File: src/rtl/core/mpma_pkg.sv
`timescale 1ns / 1ps

package mpma_pkg;

  // field widths
  localparam int RAW_W     = 16;
  localparam int GAIN_W    = 20;
  localparam int PCT_W     = 15;
  localparam int CFG_IDX_W = 1;
  localparam int CFG_W     = 20;

  // 100 % in Q7.8
  localparam logic [PCT_W-1:0] FULL_SCALE = PCT_W'(25600);

  // register reset values
  localparam logic [RAW_W-1:0]  DRY_RESET  = RAW_W'(57000);
  localparam logic [GAIN_W-1:0] GAIN_RESET = GAIN_W'(83886);

  // default averaging window
  localparam int WINDOW_DEF = 10;

  // register map
  typedef enum logic [CFG_IDX_W-1:0] {
    CFG_DRY_CODE = 1'b0,
    CFG_GAIN     = 1'b1
  } cfg_idx_t;

  // calibration settings
  typedef struct packed {
    logic [RAW_W-1:0]  dry_code;
    logic [GAIN_W-1:0] gain;
  } cfg_t;

  // pipeline controls into the window stage
  typedef struct packed {
    logic load;     // item moves from input register into ring-read stage
    logic advance;  // item moves from ring-read stage into sum stage
  } win_ctl_t;

endpackage

File: src/rtl/core/mpma_if.sv
`timescale 1ns / 1ps

// input beat: one converter reading
interface mpma_in_if;
  import mpma_pkg::*;

  logic             valid;
  logic             ready;
  logic [RAW_W-1:0] raw_sample;

  modport source (output valid, output raw_sample, input ready);
  modport sink   (input valid, input raw_sample, output ready);
endinterface

// result beat: sample and window mean
interface mpma_out_if;
  import mpma_pkg::*;

  logic             valid;
  logic             ready;
  logic [PCT_W-1:0] sample_percent;
  logic [PCT_W-1:0] average_percent;

  modport source (output valid, output sample_percent, output average_percent, input ready);
  modport sink   (input valid, input sample_percent, input average_percent, output ready);
endinterface

File: src/rtl/core/moisture_percent_moving_average.sv
`timescale 1ns / 1ps

// Soil-moisture percentage with a moving average. Each input beat carries one
// 16-bit converter reading; the block turns it into unsigned Q7.8 percent as
// (dry_code - raw_sample) * gain / 2^16, clamped to 0..25600 (100 %), and
// returns that value with the mean of the last WINDOW clamped values (slots
// not yet filled count as zero). One beat is accepted every clock cycle while
// the pipeline is not stalled. Each result passes through the input register,
// the ring read (the ring memory has a registered read port), running-total
// update, and the reciprocal-multiply divide into the output register. Each
// stage stalls only when the stage after it is full, so bubbles are squeezed
// out under back-pressure. Reset clears the running total and the ring valid
// bits at once, so no clearing pass is needed. Write dry_code (index 0) and
// gain (index 1) only while no beat is in flight.
module moisture_percent_moving_average #(
  parameter int WINDOW = mpma_pkg::WINDOW_DEF
) (
  input  logic                           clk,
  input  logic                           rst_n,
  mpma_in_if.sink                        in_ch,
  mpma_out_if.source                     out_ch,
  input  logic                           cfg_we,
  input  logic [mpma_pkg::CFG_IDX_W-1:0] cfg_index,
  input  logic [mpma_pkg::CFG_W-1:0]     cfg_wdata
);
  import mpma_pkg::*;

  localparam int TOTAL_W = $clog2(FULL_SCALE * WINDOW + 1);

  cfg_t               cfg;
  win_ctl_t           win_ctl;
  logic               v0_r, v1_r, v2_r, vo_r;
  logic               v0_nxt, v1_nxt, v2_nxt, vo_nxt;
  logic               rdy0, rdy1, rdy2, rdy_o;
  logic [RAW_W-1:0]   raw_s0_r;
  logic [PCT_W-1:0]   pct_s0;
  logic [PCT_W-1:0]   pct_s2;
  logic [TOTAL_W-1:0] sum_s2;
  logic [PCT_W-1:0]   mean_s2;
  logic [PCT_W-1:0]   sample_pct_r;
  logic [PCT_W-1:0]   average_pct_r;

  mpma_cfg u_cfg (
    .clk       (clk),
    .rst_n     (rst_n),
    .cfg_we    (cfg_we),
    .cfg_index (cfg_index),
    .cfg_wdata (cfg_wdata),
    .cfg       (cfg)
  );

  mpma_scale u_scale (
    .cfg        (cfg),
    .raw_sample (raw_s0_r),
    .pct        (pct_s0)
  );

  mpma_window #(
    .WINDOW (WINDOW)
  ) u_window (
    .clk     (clk),
    .rst_n   (rst_n),
    .ctl     (win_ctl),
    .pct_in  (pct_s0),
    .pct_out (pct_s2),
    .sum_out (sum_s2)
  );

  mpma_mean #(
    .WINDOW (WINDOW)
  ) u_mean (
    .sum  (sum_s2),
    .mean (mean_s2)
  );

  // per-stage ready: a stage takes a beat when empty or when it moves on
  assign rdy_o = !vo_r || out_ch.ready;
  assign rdy2  = !v2_r || rdy_o;
  assign rdy1  = !v1_r || rdy2;
  assign rdy0  = !v0_r || rdy1;

  assign win_ctl.load    = v0_r && rdy1;
  assign win_ctl.advance = v1_r && rdy2;

  always_comb begin
    v0_nxt = rdy0  ? in_ch.valid : v0_r;
    v1_nxt = rdy1  ? v0_r        : v1_r;
    v2_nxt = rdy2  ? v1_r        : v2_r;
    vo_nxt = rdy_o ? v2_r        : vo_r;
  end

  always_ff @(posedge clk) begin
    if (!rst_n) begin
      v0_r <= 1'b0;
      v1_r <= 1'b0;
      v2_r <= 1'b0;
      vo_r <= 1'b0;
    end else begin
      v0_r <= v0_nxt;
      v1_r <= v1_nxt;
      v2_r <= v2_nxt;
      vo_r <= vo_nxt;
    end
  end

  // input and output payload registers
  always_ff @(posedge clk) begin
    if (in_ch.valid && rdy0) begin
      raw_s0_r <= in_ch.raw_sample;
    end
    if (v2_r && rdy_o) begin
      sample_pct_r  <= pct_s2;
      average_pct_r <= mean_s2;
    end
  end

  assign in_ch.ready            = rdy0;
  assign out_ch.valid           = vo_r;
  assign out_ch.sample_percent  = sample_pct_r;
  assign out_ch.average_percent = average_pct_r;

endmodule

File: src/rtl/core/mpma_ram.sv
`timescale 1ns / 1ps

module mpma_ram #(
  parameter int WIDTH = 8,
  parameter int DEPTH = 16
) (
  input  logic                     clk,
  input  logic                     wr_en,
  input  logic [$clog2(DEPTH)-1:0] wr_addr,
  input  logic [WIDTH-1:0]         wr_data,
  input  logic                     rd_en,
  input  logic [$clog2(DEPTH)-1:0] rd_addr,
  output logic [WIDTH-1:0]         rd_data
);

  logic [WIDTH-1:0] mem_r [DEPTH];
  logic [WIDTH-1:0] rd_data_r;

  always_ff @(posedge clk) begin
    if (wr_en) begin
      mem_r[wr_addr] <= wr_data;
    end
    if (rd_en) begin
      rd_data_r <= mem_r[rd_addr];
    end
  end

  assign rd_data = rd_data_r;

endmodule

File: src/rtl/core/mpma_cfg.sv
`timescale 1ns / 1ps

module mpma_cfg (
  input  logic                           clk,
  input  logic                           rst_n,
  input  logic                           cfg_we,
  input  logic [mpma_pkg::CFG_IDX_W-1:0] cfg_index,
  input  logic [mpma_pkg::CFG_W-1:0]     cfg_wdata,
  output mpma_pkg::cfg_t                 cfg
);
  import mpma_pkg::*;

  cfg_t cfg_r;
  cfg_t cfg_nxt;

  // register decode
  always_comb begin
    cfg_nxt = cfg_r;
    if (cfg_we) begin
      unique case (cfg_idx_t'(cfg_index))
        CFG_DRY_CODE: cfg_nxt.dry_code = cfg_wdata[RAW_W-1:0];
        CFG_GAIN:     cfg_nxt.gain     = cfg_wdata[GAIN_W-1:0];
        default:      cfg_nxt          = cfg_r;
      endcase
    end
  end

  always_ff @(posedge clk) begin
    if (!rst_n) begin
      cfg_r.dry_code <= DRY_RESET;
      cfg_r.gain     <= GAIN_RESET;
    end else begin
      cfg_r <= cfg_nxt;
    end
  end

  assign cfg = cfg_r;

endmodule

File: src/rtl/core/mpma_scale.sv
`timescale 1ns / 1ps

// Linear calibration: (dry - raw) * gain >> 16, clamped to 100 %
module mpma_scale (
  input  mpma_pkg::cfg_t                 cfg,
  input  logic [mpma_pkg::RAW_W-1:0]     raw_sample,
  output logic [mpma_pkg::PCT_W-1:0]     pct
);
  import mpma_pkg::*;

  localparam int PROD_W = RAW_W + GAIN_W;
  localparam int FRAC_W = 16;

  logic [RAW_W:0]           diff;
  logic [PROD_W-1:0]        prod;
  logic [PROD_W-FRAC_W-1:0] scaled;

  always_comb begin
    diff   = {1'b0, cfg.dry_code} - {1'b0, raw_sample};
    prod   = PROD_W'(diff[RAW_W-1:0]) * PROD_W'(cfg.gain);
    scaled = prod[PROD_W-1:FRAC_W];
    // at or above the dry point reads as dry soil
    if (raw_sample >= cfg.dry_code) begin
      pct = '0;
    end else if (scaled > (PROD_W-FRAC_W)'(FULL_SCALE)) begin
      pct = FULL_SCALE;
    end else begin
      pct = scaled[PCT_W-1:0];
    end
  end

endmodule

File: src/rtl/core/mpma_window.sv
`timescale 1ns / 1ps

// Ring of recent samples and running total. Two stages: ring read, then sum.
module mpma_window #(
  parameter int WINDOW = mpma_pkg::WINDOW_DEF
) (
  input  logic                                                 clk,
  input  logic                                                 rst_n,
  input  mpma_pkg::win_ctl_t                                   ctl,
  input  logic [mpma_pkg::PCT_W-1:0]                           pct_in,
  output logic [mpma_pkg::PCT_W-1:0]                           pct_out,
  output logic [$clog2(mpma_pkg::FULL_SCALE * WINDOW + 1)-1:0] sum_out
);
  import mpma_pkg::*;

  localparam int SLOT_W  = $clog2(WINDOW);
  localparam int TOTAL_W = $clog2(FULL_SCALE * WINDOW + 1);
  localparam logic [SLOT_W-1:0] LAST_SLOT = SLOT_W'(WINDOW - 1);

  logic [SLOT_W-1:0]  rd_slot_r, rd_slot_nxt;
  logic [SLOT_W-1:0]  wr_slot_r, wr_slot_nxt;
  logic [WINDOW-1:0]  ring_vld_r, ring_vld_nxt;
  logic [TOTAL_W-1:0] total_r, total_nxt;
  logic               old_vld_r;
  logic [PCT_W-1:0]   pct_s1_r;
  logic [PCT_W-1:0]   pct_s2_r;
  logic [TOTAL_W-1:0] sum_s2_r;
  logic [PCT_W-1:0]   ram_rd_data;
  logic [PCT_W-1:0]   old_pct;

  // ring storage; read on load, written on advance
  mpma_ram #(
    .WIDTH (PCT_W),
    .DEPTH (WINDOW)
  ) u_ring (
    .clk     (clk),
    .wr_en   (ctl.advance),
    .wr_addr (wr_slot_r),
    .wr_data (pct_s1_r),
    .rd_en   (ctl.load),
    .rd_addr (rd_slot_r),
    .rd_data (ram_rd_data)
  );

  // never-written entries count as zero
  assign old_pct = old_vld_r ? ram_rd_data : '0;

  always_comb begin
    rd_slot_nxt  = rd_slot_r;
    wr_slot_nxt  = wr_slot_r;
    ring_vld_nxt = ring_vld_r;
    total_nxt    = total_r;
    if (ctl.load) begin
      rd_slot_nxt = (rd_slot_r == LAST_SLOT) ? '0 : rd_slot_r + 1'b1;
    end
    if (ctl.advance) begin
      wr_slot_nxt             = (wr_slot_r == LAST_SLOT) ? '0 : wr_slot_r + 1'b1;
      ring_vld_nxt[wr_slot_r] = 1'b1;
      total_nxt               = total_r - TOTAL_W'(old_pct) + TOTAL_W'(pct_s1_r);
    end
  end

  // control state
  always_ff @(posedge clk) begin
    if (!rst_n) begin
      rd_slot_r  <= '0;
      wr_slot_r  <= '0;
      ring_vld_r <= '0;
      total_r    <= '0;
    end else begin
      rd_slot_r  <= rd_slot_nxt;
      wr_slot_r  <= wr_slot_nxt;
      ring_vld_r <= ring_vld_nxt;
      total_r    <= total_nxt;
    end
  end

  // stage payloads
  always_ff @(posedge clk) begin
    if (ctl.load) begin
      pct_s1_r  <= pct_in;
      old_vld_r <= ring_vld_r[rd_slot_r];
    end
    if (ctl.advance) begin
      pct_s2_r <= pct_s1_r;
      sum_s2_r <= total_nxt;
    end
  end

  assign pct_out = pct_s2_r;
  assign sum_out = sum_s2_r;

endmodule

File: src/rtl/core/mpma_mean.sv
`timescale 1ns / 1ps

// Total / WINDOW by reciprocal multiply; exact for every total below 2^TOTAL_W
module mpma_mean #(
  parameter int WINDOW = mpma_pkg::WINDOW_DEF
) (
  input  logic [$clog2(mpma_pkg::FULL_SCALE * WINDOW + 1)-1:0] sum,
  output logic [mpma_pkg::PCT_W-1:0]                           mean
);
  import mpma_pkg::*;

  localparam int TOTAL_W = $clog2(FULL_SCALE * WINDOW + 1);
  localparam int SHIFT   = TOTAL_W + $clog2(WINDOW);
  localparam longint unsigned RECIP = ((64'd1 << SHIFT) + WINDOW - 1) / WINDOW;
  localparam int RECIP_W = $clog2(RECIP + 1);
  localparam int PROD_W  = TOTAL_W + RECIP_W;

  logic [PROD_W-1:0] prod;

  assign prod = PROD_W'(sum) * PROD_W'(RECIP);
  assign mean = prod[SHIFT +: PCT_W];

endmodule

File: src/flat_wrapper.sv
// flat-port wrapper written by rule: the top's interface ports become plain ports
module moisture_percent_moving_average_flat import mpma_pkg::*;
#(
  parameter int WINDOW = mpma_pkg::WINDOW_DEF
)
  (clk, rst_n, cfg_we, cfg_index, cfg_wdata, in_ch_valid, in_ch_raw_sample, in_ch_ready, out_ch_valid, out_ch_sample_percent, out_ch_average_percent, out_ch_ready);
  mpma_in_if in_ch_i ();
  mpma_out_if out_ch_i ();
  input  logic clk;
  input  logic rst_n;
  input  logic cfg_we;
  input  logic [mpma_pkg::CFG_IDX_W-1:0] cfg_index;
  input  logic [mpma_pkg::CFG_W-1:0] cfg_wdata;
  input wire logic [$bits(in_ch_i.valid)-1:0] in_ch_valid;
  input wire logic [$bits(in_ch_i.raw_sample)-1:0] in_ch_raw_sample;
  output wire logic [$bits(in_ch_i.ready)-1:0] in_ch_ready;
  output wire logic [$bits(out_ch_i.valid)-1:0] out_ch_valid;
  output wire logic [$bits(out_ch_i.sample_percent)-1:0] out_ch_sample_percent;
  output wire logic [$bits(out_ch_i.average_percent)-1:0] out_ch_average_percent;
  input wire logic [$bits(out_ch_i.ready)-1:0] out_ch_ready;
  assign in_ch_i.valid = in_ch_valid;
  assign in_ch_i.raw_sample = in_ch_raw_sample;
  assign in_ch_ready = in_ch_i.ready;
  assign out_ch_valid = out_ch_i.valid;
  assign out_ch_sample_percent = out_ch_i.sample_percent;
  assign out_ch_average_percent = out_ch_i.average_percent;
  assign out_ch_i.ready = out_ch_ready;
  moisture_percent_moving_average #(.WINDOW(WINDOW)) u_core (.clk(clk), .rst_n(rst_n), .in_ch(in_ch_i), .out_ch(out_ch_i), .cfg_we(cfg_we), .cfg_index(cfg_index), .cfg_wdata(cfg_wdata));
endmodule
File: config.mk
export PLATFORM = sky130hd
export DESIGN_NAME = moisture_percent_moving_average_flat
export DESIGN_NICKNAME = d
export VERILOG_FILES = /design/src/rtl/core/mpma_pkg.sv /design/src/rtl/core/mpma_if.sv /design/src/rtl/core/moisture_percent_moving_average.sv /design/src/rtl/core/mpma_ram.sv /design/src/rtl/core/mpma_cfg.sv /design/src/rtl/core/mpma_scale.sv /design/src/rtl/core/mpma_window.sv /design/src/rtl/core/mpma_mean.sv /design/src/flat_wrapper.sv
export SDC_FILE = /design/constraint.sdc
export NUM_CORES = 1
export LEC_CHECK = 0
export BUFFER_PORTS_ARGS = -buffer_cell sky130_fd_sc_hd__buf_4
export CORE_UTILIZATION = 30
export CTS_CLUSTER_DIAMETER = 40
export DETAILED_ROUTE_END_ITERATION = 10
export PLACE_DENSITY = 0.55
export SLEW_MARGIN = 15
export SYNTH_ARGS = -nofsm -noshare
export SYNTH_HDL_FRONTEND = slang
export SYNTH_SLANG_ARGS = --single-unit
File: constraint.sdc
create_clock -name clk -period 11.1 [get_ports clk]
set_clock_uncertainty 0.15 [all_clocks]
set_input_delay 1.665 -clock clk [delete_from_list [all_inputs] [get_ports clk]]
set_output_delay 1.665 -clock clk [all_outputs]
set_load 0.02 [all_outputs]
==> impl_metrics.py <==
metrics = {
    "run_status": {
        "status": "finished with violations",
        "violations": "DRC",
    },
    "drt": {
        "dr.pass1.iters": 8,
        "viasPerCell": 4.561,
        "routed_wl_microns": 66760,
        "routedWlPerCell_microns": 16.03,
        "vias": 18992,
        "drc": 14,
        "drt.antenna.violating_nets": 0,
        "drt_iter0_drc": 928,
    },
    "global_route": {
        "grt_overflow": 0,
        "antenna_found_initial": 0,
        "track_usage_pct": 14.00,
        "grt_pass1_vias": 20407,
        "grt_max_degree": 52,
        "grt_pass1_wl_microns": 109600,
    },
    "setup_path": {
        "critPathBufInv": 3,
        "worstPathArrival_ns": 10.08,
        "critPathKind": "reg -> reg",
        "cp_slowest_stage_delay_ns": 0.85,
        "crit_fanout": 20,
        "cp-start-kind": "flop",
        "cp_data_required_time_ns": 11.33,
        "cpMostUsedCell": "fa_1",
        "crit_slowest_cell": "or4_1",
        "endpoint_kind": "flop",
        "path_delay_family": "adder cells",
    },
    "floorplan": {
        "initial_core_util_pct": 30.33,
        "core_sq_um": 96850,
        "dieHeight_microns": 314.9,
        "rows": 114,
        "die_w_microns": 314.9,
        "die_area_sq_um": 99160,
        "ios": 74,
    },
    "logic_synthesis": {
        "yosys-top-cells-area": "edfxtp_1 27%, fa_1 25%, ha_1 11%",
        "synth_ff_type": "edfxtp_1",
        "synthCells": 2779,
        "yosysMostFrequentCell": "inv_1",
        "synth_edf_count": 260,
        "synth_top_area_share_pct": 26.58,
        "ys_seq_elements": 336,
        "syn-num-nets": 3449,
        "synth.top_cells.by_count": "592 x inv_1, 364 x fa_1, 321 x nand2_1",
        "synth_top_cell_by_area": "edfxtp_1",
        "synthArstFlopShare_pct": 0,
        "ys_seq_area_share_pct": 31.76,
        "yosys_warnings": 0,
        "syn_area_per_cell_sq_um": 10.57,
        "synth_area_sq_um": 29370,
        "synth_cell_types": 67,
    },
    "timing": {
        "fin_setup_tns_ns": 0,
        "fmax_mhz": 101.5,
        "setup_viol": 0,
        "final_max_slew_viol_count": 0,
        "worst_slew_pin_slew_ns": 1.177,
        "max_slew_margin_pct": 21.54,
        "hold_violations": 0,
        "period_needed_ns": 9.856,
        "finalCritPeriodShare_pct": 88.79,
        "rsz0062_at_grt": "false",
    },
    "layout": {
        "nets": 3512,
        "multi_input_area_sq_um": 17470,
        "layout-drive-gt1-share_pct": 9.211,
        "n_antenna_cell": 0,
        "seq_area_sq_um": 9335,
        "fill_cells": 9707,
        "syn_to_final_growth_pct": 13.62,
    },
    "clocking": {
        "root_buffer": "clkbuf_16",
        "post_cts_buffers": 0,
        "path_clk_slew_ns": 0.06,
        "cts_tree": "built",
        "ctsHoldBuffers": 0,
        "cts_sinks": 336,
        "clock_path_buffers": 3,
        "numCtsBuffers": 54,
        "cts-resized-gates": 0,
        "clkLatencyLatePin_ns": 0.63,
        "htreeDepth": 2,
    },
    "flow_run": {
        "maxCapViolations": 0,
    },
    "placed_design": {
        "place_congestion": 0.8159,
        "post-dp-hpwl_microns": 49940,
        "io_buffers": 73,
    },
    "worst_hold_path": {
        "hp-class": "reg -> reg",
    },
}
## final timing paths
path / start / endpoint / slack [ns] / depth (start not counted)
max: u_core.raw_s0_r[1]$_DFFE_PP_ / u_core.u_window.pct_s1_r[10]$_SDFFCE_PP0P_ / 1.24 / 31
min: u_core.u_window.pct_out[3]$_DFFE_PP_ / u_core.out_ch.sample_percent[3]$_DFFE_PP_ / 0.27 / 0
max reg2reg: u_core.raw_s0_r[1]$_DFFE_PP_ / u_core.u_window.pct_s1_r[10]$_SDFFCE_PP0P_ / 1.24 / 31
min reg2reg: u_core.u_window.pct_out[3]$_DFFE_PP_ / u_core.out_ch.sample_percent[3]$_DFFE_PP_ / 0.27 / 0
## cell usage in the layout, fill, tap and decap left out, drive strengths merged, types with 5 or more instances in the layout
cell type / instances
mux4: 32
o21a: 9
fa: 364
nand4: 10
nand3b: 5
and3: 12
o21bai: 9
nor3: 20
nand2: 321
or3: 8
xnor2: 42
a21o: 38
edfxtp: 260
mux2i: 19
nand3: 35
nor4: 9
nor2: 74
inv: 601
ha: 264
clkbuf: 62
o21ai: 44
bufinv: 6
and2: 161
xor2: 21
buf: 112
clkinv: 21
nand2b: 18
and4: 5
a31oi: 5
a211oi: 27
nor2b: 31
a21oi: 94
dfxtp: 76
## cell type report
class                   count  share of cell area (%)
clock inverters            40                   1.500
repair buffers            112                   2.519
multi-input cells        1746                   52.34
clock buffers              62                   4.229
flip-flops and latches    336                   27.97
well taps                1276                   4.784
inverters                 592                   6.659
## flip-flops by register name, summed over array words and instances (netlist names), 4 cells and up
| register | cells |
|---|---|
| u_core.u_window.sum_out | 18 |
| u_core.u_window.total_r | 18 |
| u_core.out_ch.average_percent | 15 |
| u_core.u_window.rd_slot_r | 4 |
| u_core.u_window.pct_s1_r | 15 |
| u_core.u_window.pct_out | 15 |
| u_core.u_window.wr_slot_r | 4 |
| u_core.raw_s0_r | 16 |
| u_core.u_window.ring_vld_r | 10 |
| u_core.out_ch.sample_percent | 15 |
| u_core.u_window.u_ring.rd_data | 15 |
| u_core.u_window.u_ring.mem_r | 150 |
| u_core.u_cfg.cfg | 36 |
## worst reg2reg max path, delay by kind of cell (launching register included)
kind / cells / cell delay [ns]
xor+xnor: 1 / 0.09
compound gates: 13 / 3.07
buf+inv: 3 / 0.16
flops: 1 / 0.32
simple gates: 6 / 2.34
fa+ha+maj: 8 / 3.54
## metrics by stage
step           hold slack, ns  instance area [sq um]  cells  worst slack [ns]  utilization [%]
2_1_floorplan          0.2503                  29370   2779             2.374                -
3_5_place_dp           0.2545                  31450   4062             1.273            32.48
3_3_place_gp           0.2541                  31450   4062             1.363            32.48
5_1_grt                0.2759                  33370   4164            0.4903            34.46
6_report               0.2663                  33370   4164             1.244            34.46
4_1_cts                0.2671                  33360   4164             1.282            34.45
## per-layer routing
metal	vias to the layer above	share of wire (%)	global-route usage, %
met5	-	0	0
met4	0	2.3	3.839
met3	82	3.5	1.645
met2	291	50	25.00
met1	9577	44	17.74
li1	9042	-	-
## cell families after synthesis
| group | share of synthesized area [%] |
|---|---|
| muxes | 3.140 |
| xor gates and xnor gates | 1.879 |
| buffers and inverters | 8.942 |
| and+or+nand+nor | 12.08 |
| AOI/OAI and AO/OA | 6.139 |
| adders and majority gates | 36.06 |
| DFF | 31.76 |
Power is not shown: default switching activity piles up to over one toggle a cycle in this logic, so the estimate is an artifact.
